File: config.mk
export PLATFORM = sky130hd
export DESIGN_NAME = ddmm_ctrl
export DESIGN_NICKNAME = d
export VERILOG_FILES = /design/src/rtl/ddmm_pkg.sv /design/src/rtl/ddmm_ctrl.sv
export SDC_FILE = /design/constraint.sdc
export NUM_CORES = 1
export LEC_CHECK = 0
export ABC_CLOCK_PERIOD_IN_PS = 800
export BUFFER_PORTS_ARGS = -buffer_cell sky130_fd_sc_hd__clkbuf_2
export CAP_MARGIN = 40
export CORE_AREA = 2 2 39 41
export CTS_BUF_LIST = sky130_fd_sc_hd__clkbuf_8
export CTS_CLUSTER_DIAMETER = 40
export CTS_CLUSTER_SIZE = 28
export DETAILED_ROUTE_END_ITERATION = 16
export DIE_AREA = 0 0 41 43
export GPL_ROUTABILITY_DRIVEN = 0
export HOLD_SLACK_MARGIN = 0.08
export PLACE_DENSITY_LB_ADDON = 0.3
export SETUP_SLACK_MARGIN = 0.1
export SYNTH_ARGS = -nofsm -noshare
export SYNTH_HDL_FRONTEND = slang
export SYNTH_SLANG_ARGS = --single-unit
File: constraint.sdc
create_clock -name clk -period 0.8 [get_ports clk]
set_input_delay 0.08 -clock clk [delete_from_list [all_inputs] [get_ports clk]]
set_output_delay 0.08 -clock clk [all_outputs]
set_load 0.005 [all_outputs]
File: src/rtl/ddmm_pkg.sv
`default_nettype none
package ddmm_pkg;

	localparam int LEN_W   = 6;
	localparam int MASK_W  = 13;
	localparam int COUNT_W = 8;
	localparam logic [COUNT_W-1:0] COUNT_MAX = 8'hFF;

	typedef enum logic [1:0] {
		MODE_MASK_WR = 2'd0,
		MODE_HDR_WR  = 2'd1,
		MODE_CLEAR   = 2'd2,
		MODE_KEY     = 2'd3
	} mode_t;

	typedef enum logic [1:0] {
		ST_NONE    = 2'd0,
		ST_PARTIAL = 2'd1,
		ST_FULL    = 2'd2
	} match_t;

	typedef enum logic [1:0] {
		CS_IDLE,
		CS_WALK,
		CS_DRAIN
	} ctrl_state_t;

	typedef struct packed {
		logic mask_wr;
		logic hdr_wr;
		logic clear;
		logic start;
		logic issue;
		logic load_result;
	} ctrl_cmd_t;

	typedef struct packed {
		logic issue_last;
		logic pipe_busy;
		logic out_free;
	} dp_status_t;

endpackage
`default_nettype wire

File: src/rtl/ddmm_ctrl.sv
`default_nettype none
module ddmm_ctrl (
	input  wire logic                   clk,
	input  wire logic                   arst_n,
	input  wire logic                   item_valid,
	output logic                        item_stall,
	input  wire logic [1:0]             mode,
	input  wire ddmm_pkg::dp_status_t   st,
	output ddmm_pkg::ctrl_cmd_t         cmd
);
	import ddmm_pkg::*;

	ctrl_state_t state_q, state_nx;

	always_ff @(posedge clk or negedge arst_n) begin
		if (!arst_n) begin
			state_q <= CS_IDLE;
		end else begin
			state_q <= state_nx;
		end
	end

	always_comb begin
		state_nx   = state_q;
		cmd        = '0;
		item_stall = 1'b1;
		case (state_q)
			CS_IDLE: begin
				item_stall = 1'b0;
				if (item_valid) begin
					case (mode)
						MODE_MASK_WR: cmd.mask_wr = 1'b1;
						MODE_HDR_WR:  cmd.hdr_wr  = 1'b1;
						MODE_CLEAR:   cmd.clear   = 1'b1;
						MODE_KEY: begin
							cmd.start = 1'b1;
							state_nx  = CS_WALK;
						end
						default: ;
					endcase
				end
			end
			CS_WALK: begin
				cmd.issue = 1'b1;
				if (st.issue_last) begin
					state_nx = CS_DRAIN;
				end
			end
			CS_DRAIN: begin
				// wait for the last entry to leave the pipe and the output slot to free up
				if (!st.pipe_busy && st.out_free) begin
					cmd.load_result = 1'b1;
					state_nx        = CS_IDLE;
				end
			end
			default: state_nx = CS_IDLE;
		endcase
	end

	a_busy_blocks_input: assert property (@(posedge clk) disable iff (!arst_n)
		st.pipe_busy |-> item_stall)
		else $error("transaction accepted while entry walk in flight");

endmodule
`default_nettype wire

# Word-level counts from Yosys, hierarchy flattened
# Cells that the tools add are included.
op_classes:
  eq_ne: 9
  muxes: 15
  reduce_logical: 5
ops:
  columns: ["operator", "count"]
  rows:
  - ["two-way mux 1 bit", 8]
  - ["two-way mux 2 bit", 4]
  - ["two-way mux 4 bit", 2]
  - ["equality test 2 bit, second input constant", 3]
  - ["!= test 2 bit, second input constant", 3]
  - ["case mux 2 bit (3 select lines)", 1]
  - ["equality test 2 x 1 -> 1 bit, second input constant", 2]
  - ["zero test 2 bit", 2]
  - ["AND reduction 4 bit", 1]
  - ["!= test 2 x 1 -> 1 bit, second input constant", 1]
  - ["logical AND 1 bit", 1]
  - ["zero test 1 bit", 1]
totals:
  reg_bits: 2
  out_inout_bits: 7
  wordCells: 30

# Logic depth before layout (Yosys ltp)
# Gate-level depths: netlist (run 1).
logic_depth:
  word_depth: 4
  ltp_mapped: 2

# Worst setup path before layout (run 1)
# No wires, ideal clock.
synth_timing:
  path_kind: "reg-to-output"
  start: "register state_q[0]"
  end: "output cmd[5] (netlist bit)"
  arrival_ns: 0.808
  required_ns: 0.720
  setup_slack_ns: -0.088
  path_stages_with_launch: 3
  cell_sequence: "dfrtp_1 -> nor2_1 -> and4bb_2"
synth_lines:
  columns: ["item", "line_no", "source"]
  rows:
  - ["start: declaration", "ddmm_ctrl.sv:13", "ctrl_state_t state_q, state_nx;"]
  - ["start signal: assignment", "ddmm_ctrl.sv:19", "state_q <= state_nx;"]
  - ["end: declaration", "ddmm_ctrl.sv:9", "output ddmm_pkg::ctrl_cmd_t cmd"]

==> flow_summary.toml, run 1 <==
[critical_path]
worst_setup_path_end_kind = "output pin"
r2r-start = "state_q[1]"
cp.arrival_ps = 1100
crit_fanout = 5
r2r-end = "state_q[1]"
rrSetupSlack_ps = -170
cp_num_buf_inv = 1
worst_setup_path_start_kind = "flip-flop"
cp.required_ps = 720
cp_slowest_cell = "dfrtp_2"
critPathKind = "flip-flop to output pin"
worstRegToRegCells = 4
path_cells = "nor2_4, and4bb_2, clkbuf_2"
cpLargestDelayFamily = "flip-flops"
critPathMaxStageDelay_ps = 420

[synth]
synth_nets = 25
ys_ff_latch = 2
synthCells = 17
netlist_area_um2 = 163
netlist_top_cells_area = "dfrtp_1 31%, and4b_1 12%, and4bb_2 7.7%"
synthDominantCellAreaShare = 0.308
ys_seq_area_frac = 0.308
yosysWarnings = 0
ys_types = 13
synth_area_leader_cell = "dfrtp_1"
synth_area_per_cell_um2 = 9.57

[cts]
htreeDepth = 1
clock_sinks = 2
worstSkewPairLatency_ps = 210
tritoncts = "yes"
clockBufferDepth = 2
root_buffer = "clkbuf_8"
cts_buffers = 3
clk_pin_slew_ps = 30

[die]
coreArea_um2 = 1380
io-pin-count = 15
start_util = 0.118
rows = 14
dieArea_um2 = 1760
die-width_um = 41
die_h_um = 43

[global_routing]
antenna_found_initial = 0
overflow = 0
grt_pass1_wl_um = 731
track_usage = 0.0672
grt_pass1_vias = 188
grt_max_degree = 6

[timing]
tightest_slew_ps = 162
post-route-period-util = 1.48
hold_viol = 0
max_freq_mhz = 845
clock_skew_ps = 3.40
setup_violations = 9
min_period_ps = 1180
slew_headroom = 0.892
rsz0062_at_grt = "yes"
setup_ws_ps = -384
timing.hold.ws_ps = 134
drv_slew = 0
setup_tns_ps = -2640

[finish]
mostFrequentLayoutCells = "12 x clkbuf_2, 3 x clkbuf_8"
final_area_um2 = 340
fin_cells = 53
final_common_cell = "clkbuf_2"
antenna_cells = 0
top_register = "state_q"
fin_util = 0.246
biggestRegsByFlops = "state_q: 2 flops"
multiInputGateArea_um2 = 116
finish.net_count = 47
syn2layout_area_growth_pct = 109
regArea_um2 = 52.6
drive_gt1_frac = 0.703
largest_reg_flops = 2
num-fill-cells = 157

[pwr]
p_leak_nw = 0.178
clockPowerShare = 0.510
total_power_mw = 0.770
switching_share = 0.243
comb_power_share = 0.297
p_sw_mw = 0.187
ir_worst_vdd_mv = 0.981
p_int_mw = 0.583
cellPowerDensity_nw_per_um2 = 2260
p_seq_frac = 0.193

[placed_design]
placed_cells = 48
port_buffers = 14
pre_cts_slack_ps = -210
place_area_um2 = 270

[hold_path]
hold_end = "state_q[1]"
worstHoldStart = "st[2]"
min_path_cells = 2
hold_path_class = "input port to flip-flop"

[drt]
drc_errors = 0
wl_per_cell_um = 8.91
drtIter0Drc = 1
vias = 207
postRouteAntennaNets = 0
drt_wl_total_um = 472
vias_per_cell = 3.91
drt_first_pass_iters = 2

[flow_run]
cap_viol_max_count = 0

[status]
violations = "negative setup slack"
outcome = "finished with violations"
[cell type report]
class / count / share of cell area
repair buffers: 18 / 0.313
clock buffers: 3 / 0.121
multi-input cells: 13 / 0.342
inverters: 1 / 0.0110
well taps: 16 / 0.0588
flip-flops and latches: 2 / 0.154
[cell families after synthesis]
logic type      share of synthesized area
buf+inv                            0.0692
compound gates                     0.0846
simple gates                        0.538
flops                               0.308
[synthesized netlist by cell type, drive strengths merged]
cell type / n
nor2b: 3
and4b: 2
dfrtp: 2
nand2b: 2
a21oi: 1
a22o: 1
and4: 1
and4bb: 1
buf: 1
inv: 1
nand4b: 1
nor2: 1
[routing by layer]
metal / vias to the layer above / global-route usage / part of all wire
li1: 103 / - / -
met1: 90 / 0.0801 / 0.47
met2: 14 / 0.0750 / 0.39
met3: 0 / 0.0471 / 0.14
met4: 0 / 0.0600 / 0
met5: - / 0 / 0
[power groups by stage]
stage	Combinational (mW)	Sequential, mW	Clock (mW)
after floorplan	0.0935	0.141	0
after global routing	0.257	0.150	0.425
after detailed placement	0.194	0.141	0
after CTS	0.212	0.151	0.404
after global placement	0.196	0.140	0
final	0.229	0.149	0.393
[worst register-to-register path, stage by stage, from the launching register on]
cell and delay, ps:
dfrtp_2 420, buf_4 140, buf_6 110, nor2b_4 100
a22o_1 130
[how the worst max path moves through the flow]
| stage | from | endpoint | slack [ps] | cells past startpoint |
|---|---|---|---|---|
| after floorplan | state_q[0] | cmd[5] | -60 | 2 |
| after global placement | state_q[0] | cmd[5] | -210 | 3 |
| after detailed placement | state_q[0] | cmd[5] | -210 | 3 |
| after CTS | state_q[1] | cmd[5] | -400 | 3 |
| after global routing | state_q[1] | cmd[5] | -430 | 3 |
| final | state_q[1] | cmd[5] | -380 | 3 |
[what timing repair did]
item / 4_1_cts / 5_1_grt
setup endpoints to repair: 9 / 9
endpoints found under the hold margin: 2 / 0
hold buffers: 1 / 0
resized for setup: 3 / 3
buffers inserted: 0 / 1
pin swaps: 4 / 1
Power figures use the tool's default switching activity.
==> inputs of run 2 (changes only) <==
ABC_CLOCK_PERIOD_IN_PS = 1000   (was 800)
clock period = 1 ns   (was 0.8 ns; I/O delays follow)
==> run 2 against run 1 <==
  * The run still ends with negative setup slack left
  * Worst setup slack better by 180 ps
  * Global-route usage down 1.1 points
  * First-iteration DRC count unchanged
  * Count of clock-buffer cells in the layout unchanged
  * Wire length decreased by 3.2%
  * Cell count grew 1.9%
  * Critical endpoint unchanged
==> flow_summary.toml, run 2 (same netlist as run 1, synthesis figures left out) <==
[pwr]
p_leak_nw = 0.183
total_power_mw = 0.626
ir_worst_vdd_mv = 0.448
cellPowerDensity_nw_per_um2 = 1790

[timing]
setup_tns_ps = -1130
hold_viol = 0
setup_ws_ps = -204
rsz0062_at_grt = "yes"
post-route-period-util = 1.20
clock_skew_ps = 0.623
drv_slew = 0
slew_headroom = 0.918
setup_violations = 8
max_freq_mhz = 830
min_period_ps = 1200
timing.hold.ws_ps = 153
tightest_slew_ps = 123

[drt]
drtIter0Drc = 1
drc_errors = 0
vias = 201
drt_wl_total_um = 457
drt_first_pass_iters = 2
wl_per_cell_um = 8.46
postRouteAntennaNets = 0
vias_per_cell = 3.72

[global_routing]
antenna_found_initial = 0
overflow = 0
grt_pass1_wl_um = 621
grt_pass1_vias = 182
track_usage = 0.0562
grt_max_degree = 6

[finish]
finish.net_count = 48
mostFrequentLayoutCells = "10 x clkbuf_2, 4 x buf_2, 3 x clkbuf_8, 3 x buf_4"
final_common_cell = "clkbuf_2"
drive_gt1_frac = 0.763
largest_reg_flops = 2
antenna_cells = 0
top_register = "state_q"
syn2layout_area_growth_pct = 115
biggestRegsByFlops = "state_q: 2 flops"

[die]
start_util = 0.118
rows = 14
io-pin-count = 15
dieArea_um2 = 1760
die-width_um = 41
die_h_um = 43
coreArea_um2 = 1380

[cts]
worstSkewPairLatency_ps = 210
clockBufferDepth = 2
tritoncts = "yes"
cts_buffers = 3
htreeDepth = 1
clk_pin_slew_ps = 30
root_buffer = "clkbuf_8"
clock_sinks = 2

[critical_path]
worst_setup_path_start_kind = "flip-flop"
rrSetupSlack_ps = -10
cp_slowest_cell = "dfrtp_2"
r2r-end = "state_q[1]"
cp.arrival_ps = 1100
crit_end = "cmd[5]"
crit_start = "state_q[1]"
cp.required_ps = 900
crit_fanout = 5
worstRegToRegCells = 3
r2r-start = "state_q[0]"
worst_setup_path_end_kind = "output pin"
critPathMaxStageDelay_ps = 430
path_cells = "nor2_4, and4bb_2, clkbuf_2"
critPathKind = "flip-flop to output pin"

[hold_path]
hold_path_class = "input port to flip-flop"

[placed_design]
port_buffers = 14

[flow_run]
cap_viol_max_count = 0

[status]
violations = "negative setup slack"
outcome = "finished with violations"
==> run 2: cell count changes in the layout (fill, tap and decap cells not counted) <==
cell / change
buf_4: +1
nor2b_2: +1
inv_1: -1
buf_2: +2
nor2b_1: -1
clkbuf_2: -2
inv_2: +1
==> run 2: how the worst min path moves through the flow <==
stage | from | to | slack [ps] | cells past startpoint
final | st[2] | state_q[1] | 150 | 2
after CTS | st[2] | state_q[1] | 150 | 2
after floorplan | arst_n | state_q[0] | -200 | 0
after global routing | st[2] | state_q[1] | 160 | 2
after detailed placement | arst_n | state_q[1] | -110 | 1
after global placement | arst_n | state_q[1] | -110 | 1
==> run 2: worst max-delay path: cells and delay by family, from the launching register on <==
family,cells,cell delay (ps)
flip-flops,1,430
AND/OR/NAND/NOR,2,370
buffers and inverters,1,110
==> run 2: metal layers <==
metal,wire length (µm),up-vias,track usage
met2,192,13,0.0719
li1,-,106,-
met1,213,82,0.0579
met4,0,0,0.0800
met5,0,-,0
met3,51,0,0.0157
==> run 2: area by class of cell <==
type,count,area (µm²)
repair buffers,19,114
flip-flops and latches,2,52.6
multi-input cells,13,119
inverters,1,3.75
well taps,16,20.0
clock buffers,3,41.3
fillers,160,1030
==> run 2: timing repair <==
item | 4_1_cts | 5_1_grt
hold buffers | 1 | 0
pin swaps | 5 | 0
endpoints found under the hold margin | 2 | 0
gates resized for setup | 3 | 10
setup buffers | 1 | 2
setup endpoints to repair | 8 | 8
==> run 2: through the flow <==
step,std cells,setup WS (ps),utilization,cell area (µm²)
6_report,54,-204,0.253,350
5_1_grt,54,-253,0.253,350
4_1_cts,53,-244,0.237,328
3_3_place_gp,48,-19.2,0.190,263
2_1_floorplan,17,119,-,165
3_5_place_dp,48,-40.0,0.190,263
==> run 2: where the power goes <==
part	internal, mW	leakage, nW	total (mW)	switching [mW]
clock	0.254	0.0216	0.315	0.0606
combinational	0.124	0.138	0.191	0.0672
sequential	0.0979	0.0237	0.120	0.0224
==> inputs of run 3 (changes only) <==
TNS_END_PERCENT = 30   (was not set)
==> run 3 against run 2 <==
  * The flow still finishes with violations (negative setup slack)
  * Critical path type unchanged
  * Sequential power is essentially flat
  * Largest cell class unchanged
  * Wire length shrank 8.3%
  * Worst setup slack is essentially flat
  * Critical endpoint unchanged
  * Total power shrank 6.4%
==> flow_summary.toml, run 3 (same netlist as run 1, synthesis figures left out) <==
[status]
outcome = "finished with violations"
violations = "negative setup slack"

[finish]
final_common_cell = "clkbuf_2"
syn2layout_area_growth_pct = 98.5
biggestRegsByFlops = "state_q: 2 flops"
mostFrequentLayoutCells = "11 x clkbuf_2, 3 x clkbuf_8, 3 x buf_2"
top_register = "state_q"
drive_gt1_frac = 0.694
fin_util = 0.233
num-fill-cells = 160
finish.net_count = 46
multiInputGateArea_um2 = 111
largest_reg_flops = 2
antenna_cells = 0
regArea_um2 = 51.3

[critical_path]
worstRegToRegCells = 2
r2r-end = "state_q[1]"
cp.arrival_ps = 1100
critPathKind = "flip-flop to output pin"
crit_fanout = 5
worst_setup_path_start_kind = "flip-flop"
worst_setup_path_end_kind = "output pin"
r2r-start = "state_q[0]"
rrSetupSlack_ps = 70
cp.required_ps = 900

[pwr]
switching_share = 0.236
p_sw_mw = 0.138
p_seq_frac = 0.200
clockPowerShare = 0.536
total_power_mw = 0.586
ir_worst_vdd_mv = 0.442
p_int_mw = 0.448
p_leak_nw = 0.171
cellPowerDensity_nw_per_um2 = 1820
comb_power_share = 0.264

[global_routing]
grt_pass1_wl_um = 593
grt_pass1_vias = 170
track_usage = 0.0542
antenna_found_initial = 0
grt_max_degree = 6
overflow = 0

[drt]
wl_per_cell_um = 8.06
vias = 191
drt_first_pass_iters = 4
vias_per_cell = 3.67
drt_wl_total_um = 419
drtIter0Drc = 1
drc_errors = 0
postRouteAntennaNets = 0

[placed_design]
pre_cts_slack_ps = -40.0
port_buffers = 14

[timing]
rsz0062_at_grt = "yes"
hold_viol = 0
setup_ws_ps = -204
max_freq_mhz = 830
post-route-period-util = 1.20
slew_headroom = 0.884
clock_skew_ps = 0.987
min_period_ps = 1200
drv_slew = 0
setup_violations = 7
tightest_slew_ps = 174

[hold_path]
hold_end = "state_q[1]"
worstHoldStart = "st[2]"
hold_path_class = "input port to flip-flop"
min_path_cells = 2

[cts]
post-cts-setup-buffers = 0
root_buffer = "clkbuf_8"
clock_sinks = 2
clockBufferDepth = 2
htreeDepth = 1
clk_pin_slew_ps = 30
tritoncts = "yes"
cts_buffers = 3
worstSkewPairLatency_ps = 210

[die]
coreArea_um2 = 1380
dieArea_um2 = 1760
die_h_um = 43
io-pin-count = 15
rows = 14
die-width_um = 41
start_util = 0.118

[flow_run]
cap_viol_max_count = 0
run 3: cell count changes in the layout (fill, tap and decap cells not counted), sizes merged:
| cell | delta |
|---|---|
| buf | -3 |
| clkbuf | +1 |
run 3: worst max-delay path: stages (launching register included):
cell      delay, ps
dfrtp_1         410
nor2_4          150
and4bb_2        230
clkbuf_2        110
run 3: repair_timing:
item                                    4_1_cts  5_1_grt
gates resized for setup                       2        5
endpoints found under the setup margin        8        8
pin swaps                                     4        0
hold endpoints to repair                      2        0
hold buffers                                  1        0
run 3: metrics by stage:
stage | cell area [µm²] | setup TNS, ps | hold WS, ps | cells
3_3_place_gp | 263 | -23.3 | -113 | 48
2_1_floorplan | 165 | 0 | -196 | 17
4_1_cts | 317 | -1260 | 146 | 52
6_report | 323 | -1050 | 148 | 52
5_1_grt | 323 | -1460 | 156 | 52
3_5_place_dp | 263 | -79.8 | -112 | 48
run 3: power groups by stage:
| stage | Sequential, mW | Clock, mW | Combinational, mW |
|---|---|---|---|
| 5_1_grt | 0.120 | 0.333 | 0.173 |
| 6_report | 0.117 | 0.314 | 0.155 |
| 4_1_cts | 0.112 | 0.329 | 0.154 |
| 2_1_floorplan | 0.110 | 0 | 0.0700 |
| 3_5_place_dp | 0.112 | 0 | 0.146 |
| 3_3_place_gp | 0.113 | 0 | 0.146 |
run 3: cell type report:
type	instances	share of cell area
Multi-Input combinational cell	13	0.345
Timing Repair Buffer	17	0.295
Sequential cell	2	0.159
Clock buffer	3	0.128
Tap cell	16	0.0620
Inverter	1	0.0116
run 3: worst max path at each step:
stage	start	endpoint	slack, ps	depth (start not counted)
floorplan	state_q[0]	state_q[1]	120	2
global placement	state_q[0]	cmd[5]	-20	3
detailed placement	state_q[0]	cmd[5]	-40	3
CTS	state_q[1]	cmd[5]	-250	3
global route	state_q[1]	cmd[5]	-260	3
finish	state_q[1]	cmd[5]	-200	3
run 3: routing by layer:
metal	vias up	GRT usage	wire length (µm)
met1	77	0.0579	196
met4	0	0.0800	0
met5	-	0	0
met2	13	0.0656	171
met3	0	0.0157	51
li1	101	-	-
